$ cat src/rtl/core/iisb_pkg.sv
// ----------------------------------------------------------------------------
// iisb_pkg: shared types and constants of the indexed insert shift buffer
// Holds the operation and status codes, field widths, and the command and
// status bundles between controller and datapath.
// ----------------------------------------------------------------------------
package iisb_pkg;

  localparam int unsigned DepthDef     = 16;
  localparam int unsigned DataWidthDef = 32;

  localparam int unsigned FuncW   = 3;
  localparam int unsigned PosW    = 5;
  localparam int unsigned ValueW  = 32;
  localparam int unsigned CountW  = 5;
  localparam int unsigned StatusW = 2;

  typedef enum logic [FuncW-1:0] {
    FN_PUSH_BACK  = 3'd0,
    FN_PUSH_FRONT = 3'd1,
    FN_INSERT     = 3'd2,
    FN_POP_BACK   = 3'd3,
    FN_READ       = 3'd4,
    FN_WRITE      = 3'd5,
    FN_SORT       = 3'd6
  } func_e;

  typedef enum logic [StatusW-1:0] {
    ST_OK    = 2'd0,
    ST_FULL  = 2'd1,
    ST_RANGE = 2'd2,
    ST_EMPTY = 2'd3
  } status_e;

  // Controller to datapath
  typedef struct packed {
    logic  exec;      // execute op this cycle (transaction accepted)
    func_e op;
    logic  sort_en;   // run one compare-exchange pass
    logic  sort_odd;  // pass pairs start at odd cells
  } dp_cmd_t;

  // Datapath to controller: outcome of the op presented this cycle
  typedef struct packed {
    logic [ValueW-1:0] read_data;
    logic [CountW-1:0] count;
    status_e           status;
  } dp_sts_t;

endpackage

$ cat src/rtl/core/iisb_req_if.sv
// ----------------------------------------------------------------------------
// iisb_req_if: request channel
// Valid/ready handshake carrying one operation request.
// ----------------------------------------------------------------------------
interface iisb_req_if;
  logic                         valid;
  logic                         ready;
  logic [iisb_pkg::FuncW-1:0]   func;
  logic [iisb_pkg::PosW-1:0]    position;
  logic [iisb_pkg::ValueW-1:0]  value;

  modport source (output valid, func, position, value, input ready);
  modport sink   (input valid, func, position, value, output ready);
endinterface

$ cat src/rtl/core/iisb_rsp_if.sv
// ----------------------------------------------------------------------------
// iisb_rsp_if: response channel
// Valid/ready handshake carrying one operation result.
// ----------------------------------------------------------------------------
interface iisb_rsp_if;
  logic                          valid;
  logic                          ready;
  logic [iisb_pkg::ValueW-1:0]   read_data;
  logic [iisb_pkg::CountW-1:0]   count;
  logic [iisb_pkg::StatusW-1:0]  status;

  modport source (output valid, read_data, count, status, input ready);
  modport sink   (input valid, read_data, count, status, output ready);
endinterface

$ cat src/rtl/core/iisb_dp.sv
// ----------------------------------------------------------------------------
// iisb_dp: entry array and fill count
// Row of entry cells with neighbor shifting, indexed read/write, and one
// odd-even compare-exchange pass per sort step.
// ----------------------------------------------------------------------------
module iisb_dp #(
  parameter int unsigned DEPTH      = iisb_pkg::DepthDef,
  parameter int unsigned DATA_WIDTH = iisb_pkg::DataWidthDef
) (
  input  logic                          clk_i,
  input  logic                          rst_ni,
  input  iisb_pkg::dp_cmd_t             cmd_i,
  input  logic [iisb_pkg::PosW-1:0]     position_i,
  input  logic [iisb_pkg::ValueW-1:0]   value_i,
  output iisb_pkg::dp_sts_t             sts_o
);

  localparam int unsigned CW = $clog2(DEPTH + 1);
  localparam int unsigned IW = $clog2(DEPTH);
  localparam int unsigned PW = (CW > iisb_pkg::PosW) ? CW : iisb_pkg::PosW;

  logic [DATA_WIDTH-1:0] ent_q [DEPTH];
  logic [DATA_WIDTH-1:0] ent_d [DEPTH];
  logic [CW-1:0]         fill_q, fill_d;

  logic [PW-1:0]         fill_w, pos_w, cnt_w;
  logic [IW-1:0]         idx;
  logic [63:0]           val_w, rd_w;
  logic [DATA_WIDTH-1:0] val_s;
  logic                  full, wr_en;
  iisb_pkg::status_e     status;

  assign fill_w = PW'(fill_q);
  assign pos_w  = PW'(position_i);
  assign idx    = pos_w[IW-1:0];
  assign val_w  = 64'(value_i);
  assign val_s  = val_w[DATA_WIDTH-1:0];
  assign full   = (fill_w >= PW'(DEPTH));

  always_comb begin
    status = iisb_pkg::ST_OK;
    fill_d = fill_q;
    rd_w   = '0;
    case (cmd_i.op)
      iisb_pkg::FN_PUSH_BACK, iisb_pkg::FN_PUSH_FRONT: begin
        if (full) status = iisb_pkg::ST_FULL;
        else      fill_d = fill_q + CW'(1);
      end
      iisb_pkg::FN_INSERT: begin
        if (full)                status = iisb_pkg::ST_FULL;
        else if (pos_w > fill_w) status = iisb_pkg::ST_RANGE;
        else                     fill_d = fill_q + CW'(1);
      end
      iisb_pkg::FN_POP_BACK: begin
        if (fill_q == '0) status = iisb_pkg::ST_EMPTY;
        else              fill_d = fill_q - CW'(1);
      end
      iisb_pkg::FN_READ: begin
        if (pos_w >= fill_w) status = iisb_pkg::ST_RANGE;
        else                 rd_w   = 64'(ent_q[idx]);
      end
      iisb_pkg::FN_WRITE: begin
        if (pos_w >= fill_w) status = iisb_pkg::ST_RANGE;
      end
      default: ;
    endcase
  end

  assign wr_en = cmd_i.exec && (status == iisb_pkg::ST_OK);
  assign cnt_w = PW'(fill_d);

  assign sts_o.read_data = rd_w[iisb_pkg::ValueW-1:0];
  assign sts_o.count     = cnt_w[iisb_pkg::CountW-1:0];
  assign sts_o.status    = status;

  for (genvar g = 0; g < DEPTH; g++) begin : g_cell
    localparam logic [PW-1:0] IDX  = PW'(g);
    localparam logic [PW-1:0] IDX1 = PW'(g + 1);
    localparam logic          PAR  = 1'(g % 2);

    logic [DATA_WIDTH-1:0] prev_w, next_w;
    logic                  has_next;

    if (g > 0) begin : g_prev
      assign prev_w = ent_q[g-1];
    end else begin : g_noprev
      assign prev_w = '0;
    end

    if (g < DEPTH - 1) begin : g_next
      assign next_w   = ent_q[g+1];
      assign has_next = 1'b1;
    end else begin : g_nonext
      assign next_w   = '0;
      assign has_next = 1'b0;
    end

    always_comb begin
      ent_d[g] = ent_q[g];
      if (cmd_i.sort_en) begin
        // lower cell of a pair keeps the min, upper cell the max
        if (PAR == cmd_i.sort_odd) begin
          if (has_next && (IDX1 < fill_w) && (ent_q[g] > next_w)) ent_d[g] = next_w;
        end else if (g > 0) begin
          if ((IDX < fill_w) && (prev_w > ent_q[g])) ent_d[g] = prev_w;
        end
      end else if (wr_en) begin
        case (cmd_i.op)
          iisb_pkg::FN_PUSH_BACK: begin
            if (IDX == fill_w) ent_d[g] = val_s;
          end
          iisb_pkg::FN_PUSH_FRONT: begin
            ent_d[g] = (g == 0) ? val_s : prev_w;
          end
          iisb_pkg::FN_INSERT: begin
            if (IDX == pos_w)     ent_d[g] = val_s;
            else if (IDX > pos_w) ent_d[g] = prev_w;
          end
          iisb_pkg::FN_WRITE: begin
            if (IDX == pos_w) ent_d[g] = val_s;
          end
          default: ;
        endcase
      end
    end

    always_ff @(posedge clk_i) begin
      ent_q[g] <= ent_d[g];
    end
  end

  always_ff @(posedge clk_i or negedge rst_ni) begin
    if (!rst_ni) begin
      fill_q <= '0;
    end else if (cmd_i.exec) begin
      fill_q <= fill_d;
    end
  end

endmodule

$ cat src/rtl/core/iisb_ctrl.sv
// ----------------------------------------------------------------------------
// iisb_ctrl: handshake and sort sequencer
// Accepts requests, registers the result, and steps the sort passes.
// ----------------------------------------------------------------------------
module iisb_ctrl #(
  parameter int unsigned DEPTH = iisb_pkg::DepthDef
) (
  input  logic                            clk_i,
  input  logic                            rst_ni,
  input  logic                            in_valid_i,
  input  logic [iisb_pkg::FuncW-1:0]      func_i,
  output logic                            in_ready_o,
  output logic                            out_valid_o,
  input  logic                            out_ready_i,
  output iisb_pkg::dp_sts_t               out_o,
  output iisb_pkg::dp_cmd_t               cmd_o,
  input  iisb_pkg::dp_sts_t               sts_i
);

  localparam int unsigned PassW = $clog2(DEPTH);

  typedef enum logic {
    S_IDLE,
    S_SORT
  } state_e;

  state_e            state_q;
  logic [PassW-1:0]  pass_q;
  logic              out_valid_q;
  iisb_pkg::dp_sts_t out_q;
  logic              accept;

  assign in_ready_o = (state_q == S_IDLE) && (!out_valid_q || out_ready_i);
  assign accept     = in_valid_i && in_ready_o;

  assign cmd_o.exec     = accept;
  assign cmd_o.op       = iisb_pkg::func_e'(func_i);
  assign cmd_o.sort_en  = (state_q == S_SORT);
  assign cmd_o.sort_odd = pass_q[0];

  assign out_valid_o = out_valid_q;
  assign out_o       = out_q;

  always_ff @(posedge clk_i or negedge rst_ni) begin
    if (!rst_ni) begin
      state_q     <= S_IDLE;
      pass_q      <= '0;
      out_valid_q <= 1'b0;
      out_q       <= '0;
    end else begin
      if (accept) begin
        out_valid_q <= 1'b1;
        out_q       <= sts_i;
      end else if (out_ready_i) begin
        out_valid_q <= 1'b0;
      end
      case (state_q)
        S_IDLE: begin
          if (accept && (cmd_o.op == iisb_pkg::FN_SORT)) begin
            state_q <= S_SORT;
            pass_q  <= '0;
          end
        end
        S_SORT: begin
          pass_q <= pass_q + PassW'(1);
          if (pass_q == PassW'(DEPTH - 1)) state_q <= S_IDLE;
        end
        default: state_q <= S_IDLE;
      endcase
    end
  end

endmodule

$ cat src/rtl/core/indexed_insert_shift_buffer.sv
// ----------------------------------------------------------------------------
// indexed_insert_shift_buffer: ordered entry buffer with insert and sort
// Up to DEPTH entries with a fill count; push back/front, insert, pop back,
// indexed read/write and an ascending unsigned sort of the filled entries.
// ----------------------------------------------------------------------------
//
//   channel  dir  handshake        payload
//   req_i    in   valid / ready    func, position, value
//   rsp_o    out  valid / ready    read_data, count, status
//
// Every op except sort completes in the cycle its transaction is accepted;
// the result lands in the output register and is visible in the next cycle.
// A new request is taken whenever no sort is running and that register is
// empty or being drained, so the buffer sustains one transaction per cycle.
// Sort reports its result at once, then runs DEPTH odd-even compare-exchange
// passes over the cell row with ready low. Reset clears the fill count and
// the handshake state only; entry contents are don't-care until written.
module indexed_insert_shift_buffer #(
  parameter int unsigned DEPTH      = iisb_pkg::DepthDef,
  parameter int unsigned DATA_WIDTH = iisb_pkg::DataWidthDef
) (
  input  logic      clk_i,
  input  logic      rst_ni,
  iisb_req_if.sink  req_i,
  iisb_rsp_if.source rsp_o
);

  iisb_pkg::dp_cmd_t cmd;
  iisb_pkg::dp_sts_t sts;
  iisb_pkg::dp_sts_t out;

  // Controller: handshake, result register, sort pass sequencing
  iisb_ctrl #(
    .DEPTH (DEPTH)
  ) u_ctrl (
    .clk_i       (clk_i),
    .rst_ni      (rst_ni),
    .in_valid_i  (req_i.valid),
    .func_i      (req_i.func),
    .in_ready_o  (req_i.ready),
    .out_valid_o (rsp_o.valid),
    .out_ready_i (rsp_o.ready),
    .out_o       (out),
    .cmd_o       (cmd),
    .sts_i       (sts)
  );

  // Datapath: entry cells, fill count, status evaluation
  iisb_dp #(
    .DEPTH      (DEPTH),
    .DATA_WIDTH (DATA_WIDTH)
  ) u_dp (
    .clk_i      (clk_i),
    .rst_ni     (rst_ni),
    .cmd_i      (cmd),
    .position_i (req_i.position),
    .value_i    (req_i.value),
    .sts_o      (sts)
  );

  // Drive the response payload from the result register
  assign rsp_o.read_data = out.read_data;
  assign rsp_o.count     = out.count;
  assign rsp_o.status    = out.status;

endmodule

$ cat src/flat_wrapper.sv
// flat-port wrapper written by rule: the top's interface ports become plain ports
module indexed_insert_shift_buffer_flat 
#(
  parameter int unsigned DEPTH      = iisb_pkg::DepthDef,
  parameter int unsigned DATA_WIDTH = iisb_pkg::DataWidthDef
)
  (clk_i, rst_ni, req_i_valid, req_i_func, req_i_position, req_i_value, req_i_ready, rsp_o_valid, rsp_o_read_data, rsp_o_count, rsp_o_status, rsp_o_ready);
  iisb_req_if req_i_i ();
  iisb_rsp_if rsp_o_i ();
  input  logic clk_i;
  input  logic rst_ni;
  input wire logic [$bits(req_i_i.valid)-1:0] req_i_valid;
  input wire logic [$bits(req_i_i.func)-1:0] req_i_func;
  input wire logic [$bits(req_i_i.position)-1:0] req_i_position;
  input wire logic [$bits(req_i_i.value)-1:0] req_i_value;
  output wire logic [$bits(req_i_i.ready)-1:0] req_i_ready;
  output wire logic [$bits(rsp_o_i.valid)-1:0] rsp_o_valid;
  output wire logic [$bits(rsp_o_i.read_data)-1:0] rsp_o_read_data;
  output wire logic [$bits(rsp_o_i.count)-1:0] rsp_o_count;
  output wire logic [$bits(rsp_o_i.status)-1:0] rsp_o_status;
  input wire logic [$bits(rsp_o_i.ready)-1:0] rsp_o_ready;
  assign req_i_i.valid = req_i_valid;
  assign req_i_i.func = req_i_func;
  assign req_i_i.position = req_i_position;
  assign req_i_i.value = req_i_value;
  assign req_i_ready = req_i_i.ready;
  assign rsp_o_valid = rsp_o_i.valid;
  assign rsp_o_read_data = rsp_o_i.read_data;
  assign rsp_o_count = rsp_o_i.count;
  assign rsp_o_status = rsp_o_i.status;
  assign rsp_o_i.ready = rsp_o_ready;
  indexed_insert_shift_buffer #(.DEPTH(DEPTH), .DATA_WIDTH(DATA_WIDTH)) u_core (.clk_i(clk_i), .rst_ni(rst_ni), .req_i(req_i_i), .rsp_o(rsp_o_i));
endmodule
$ cat config.mk
export PLATFORM = sky130hd
export DESIGN_NAME = indexed_insert_shift_buffer_flat
export DESIGN_NICKNAME = d
export VERILOG_FILES = /design/src/rtl/core/iisb_pkg.sv /design/src/rtl/core/iisb_req_if.sv /design/src/rtl/core/iisb_rsp_if.sv /design/src/rtl/core/iisb_dp.sv /design/src/rtl/core/iisb_ctrl.sv /design/src/rtl/core/indexed_insert_shift_buffer.sv /design/src/flat_wrapper.sv
export SDC_FILE = /design/constraint.sdc
export NUM_CORES = 2
export LEC_CHECK = 0
export BUFFER_PORTS_ARGS = -buffer_cell sky130_fd_sc_hd__buf_2
export CORE_ASPECT_RATIO = 1.25
export CORE_MARGIN = 3
export CORE_UTILIZATION = 47
export CTS_CLUSTER_DIAMETER = 40
export DETAILED_ROUTE_END_ITERATION = 7
export SYNTH_ARGS = -nofsm -noshare
export SYNTH_HDL_FRONTEND = slang
export SYNTH_SLANG_ARGS = --single-unit
export TNS_END_PERCENT = 10
$ cat constraint.sdc
create_clock -name clk_i -period 16.55 [get_ports clk_i]
set_clock_uncertainty 0.15 [all_clocks]
set_input_delay 4.1375 -clock clk_i [delete_from_list [all_inputs] [get_ports clk_i]]
set_output_delay 4.1375 -clock clk_i [all_outputs]
set_load 0.03 [all_outputs]
==> impl_metrics.json <==
{
  "violations": "max-capacitance violations, max-slew violations",
  "worstHoldStart": "u_core.u_ctrl.out_o[0]",
  "fp-row-count": 130,
  "grt_pass1_wl_um": 264000,
  "finalWirelength_um": 182000,
  "root_buffer": "clkbuf_16",
  "switching_share": 0.481,
  "synthTopCellsByCount": "a21oi_1 (687), edfxtp_1 (512), inv_1 (501)",
  "vdd_drop_max_v": 0.000190,
  "post_synth.cell_area_avg_um2": 9.62,
  "wl_per_cell_um": 28.6,
  "die_h_um": 364,
  "cp-end-kind": "primary output",
  "synth_top_area_frac": 0.320,
  "grt_pass1_vias": 39267,
  "ys_async_sr_fraction": 0.0808,
  "ys_seq_area_frac": 0.343,
  "coreArea_um2": 101000,
  "critical_path.slowest_cell": "buf_2",
  "synth_nets": 5538,
  "cp.required_ns": 12.26,
  "detail-route-antenna-nets": 0,
  "path_clk_slew_ns": 0.05,
  "combinationalPowerShare": 0.528,
  "io_pins": 85,
  "path_depth": 4,
  "cts-buffers-inserted": 112,
  "power_report.internal_total_mw": 7.09,
  "grt_max_degree": 136,
  "hold_viol_final": 0,
  "critical_path_class": "input pin to primary output",
  "ys_ff_latch": 557,
  "worstPathArrival_ns": 4.65,
  "ys_warn_count": 0,
  "fmax_ghz": 0.112,
  "regToRegSetupSlack_ns": 11.26,
  "clk_path_buf_depth": 3,
  "antenna_found_initial": 19,
  "p_clk_frac": 0.174,
  "dieArea_um2": 106000,
  "num_vias": 41539,
  "power_density_nw_per_um2": 256,
  "setup_violations": 0,
  "hp-class": "flip-flop to flip-flop",
  "timing.rr.start": "u_core.u_dp.ent_q[8][14]",
  "portBuffers": 84,
  "clk_latency_ns": 0.73,
  "synth_edf_count": 512,
  "cts_hold_buf": 0,
  "final.fill_count": 9210,
  "status": "finished, violations left",
  "yosys-top-cells-area": "edfxtp_1 (32%), ha_1 (13%), mux2i_1 (9.7%)",
  "cp_cell_sequence": "buf_2 > inv_1 > a21oi_2 > buf_2",
  "timing.critical_path.buf_inv": 3,
  "p_leak_nw": 22.6,
  "drive_gt1_frac": 0.108,
  "synthCells": 5003,
  "initialDrtViolationCount": 4743,
  "path_common_cell": "buf_2",
  "track_usage": 0.334,
  "layout.nets": 5450,
  "synth_top_area_cell": "edfxtp_1",
  "yosysMostFrequentCell": "a21oi_1",
  "multi_input_area_um2": 28300,
  "htreeDepth": 3,
  "hold-worst-slack_ns": 0.316,
  "critPathTopFamily": "buffers and inverters",
  "synth.distinct_cells": 77,
  "crit_fanout": 2,
  "cap_violations": 1,
  "setup_tns_ns": 0,
  "fin_crit_ns": 8.93,
  "slew_headroom": -0.00490,
  "endpoint": "req_i_ready",
  "die_w_um": 292,
  "ys.flop_type": "edfxtp_1",
  "dp_hpwl_um": 131000,
  "via_per_inst": 6.55,
  "switchingPower_mw": 6.57,
  "dr.pass1.iters": 6,
  "cpPeakStageDelay_ns": 0.23,
  "syn-cell-area_um2": 48100,
  "start_util": 0.476,
  "post_cts_buffers": 0,
  "seqCellArea_um2": 16500,
  "crit_start": "rsp_o_ready",
  "ctsResizeCount": 0,
  "critPathLaunchType": "input pin",
  "sequentialPowerShare": 0.298,
  "drv_slew": 1,
  "overflow": 0,
  "globalplace.congestion": 0.986,
  "cts_tree": "yes",
  "area_growth_pct": 10.9,
  "clock_sinks": 557,
  "r2r_end": "u_core.u_dp.ent_q[8][10]",
  "reg2reg_depth": 10,
  "min_period_over_period": 0.540,
  "drc_errors": 0,
  "tightestPinTransition_ns": 1.49,
  "rsz0062_at_grt": "no"
}
## tightest hold or removal path, delay by kind of cell (launching register included)
kind / cells / cell delay (ns)
compound gates: 1 / 0.05
simple gates: 1 / 0.05
flops: 1 / 0.33
## final cells by class
cell class,instances,share of cell area
clock inverters,76,0.0169
well taps,1320,0.0309
inverters,502,0.0353
diodes,11,0.000516
repair buffers,163,0.0200
clock buffers,137,0.0568
flip-flops and latches,557,0.309
multi-input cells,3579,0.530
## per-stage QoR
stage           util  power [mW]  setup slack (ns)  std cells  area [um^2]
5_1_grt        0.528        14.5              7.59       6337        53300
3_3_place_gp   0.489        11.0              7.60       6120        49400
6_report       0.528        13.7              7.62       6345        53400
4_1_cts        0.528        13.5              7.61       6334        53300
2_1_floorplan      -        8.39              5.70       5003        48100
3_5_place_dp   0.489        11.1              7.62       6121        49400
## logic make-up (layout without fill, tap and decap cells)
| group | count (synthesis) | after routing | share of synthesized area |
|---|---|---|---|
| and+or+nand+nor | 968 | 968 | 0.0956 |
| AOI/OAI and AO/OA | 1495 | 1495 | 0.199 |
| other | 0 | 11 | 0 |
| muxes | 619 | 619 | 0.161 |
| buffers and inverters | 867 | 878 | 0.0721 |
| DFF | 557 | 557 | 0.343 |
| adders and majority gates | 491 | 491 | 0.128 |
| xor gates and xnor gates | 6 | 6 | 0.00109 |
## sequential cells by signal (all words and copies together), names as in the netlist
signal                     count
u_core.u_dp.ent_q            512
u_core.u_ctrl.out_o           39
u_core.u_ctrl.pass_q           4
u_core.u_ctrl.out_valid_o      1
u_core.u_ctrl.state_q          1
## worst min path at each step
stage	to	cells after the start
floorplan	u_core.u_ctrl.pass_q[2]	1
global placement	u_core.u_ctrl.out_o[0]	2
detailed placement	u_core.u_ctrl.out_o[0]	2
CTS	u_core.u_ctrl.out_o[0]	2
global route	u_core.u_ctrl.out_o[0]	2
finish	u_core.u_ctrl.out_o[0]	2
## cells in the final DEF, fill, tap and decap left out, types with 23 or more instances in the layout
cell type / n
nand4_1: 90
a21oi_1: 686
mux2i_1: 464
nand2_1: 142
nor2b_1: 76
a211oi_1: 474
nand3_1: 59
clkbuf_16: 116
edfxtp_1: 512
inv_1: 501
buf_4: 78
o21ai_0: 76
a22o_1: 67
a21o_1: 36
buf_2: 79
mux4_2: 122
nor2_1: 454
a221o_1: 27
dfrtp_1: 43
mux2_1: 23
ha_1: 491
## layer usage
metal  vias to the layer above  part of all wire  track usage
met5                         -           0.00052            0
met4                        14             0.047        0.152
met3                       421             0.094       0.0712
met2                      1960              0.46        0.530
met1                     20373              0.40        0.438
li1                      18771                 -            -
## power by group through the flow
stage / Clock, mW / Combinational (mW) / Sequential [mW]
6_report: 2.38 / 7.22 / 4.07
5_1_grt: 2.47 / 7.87 / 4.14
4_1_cts: 2.40 / 7.11 / 4.00
3_5_place_dp: 0 / 7.08 / 4.01
3_3_place_gp: 0 / 6.95 / 4.01
2_1_floorplan: 0 / 4.82 / 3.56
No activity file was read; power rests on OpenSTA's default activity.
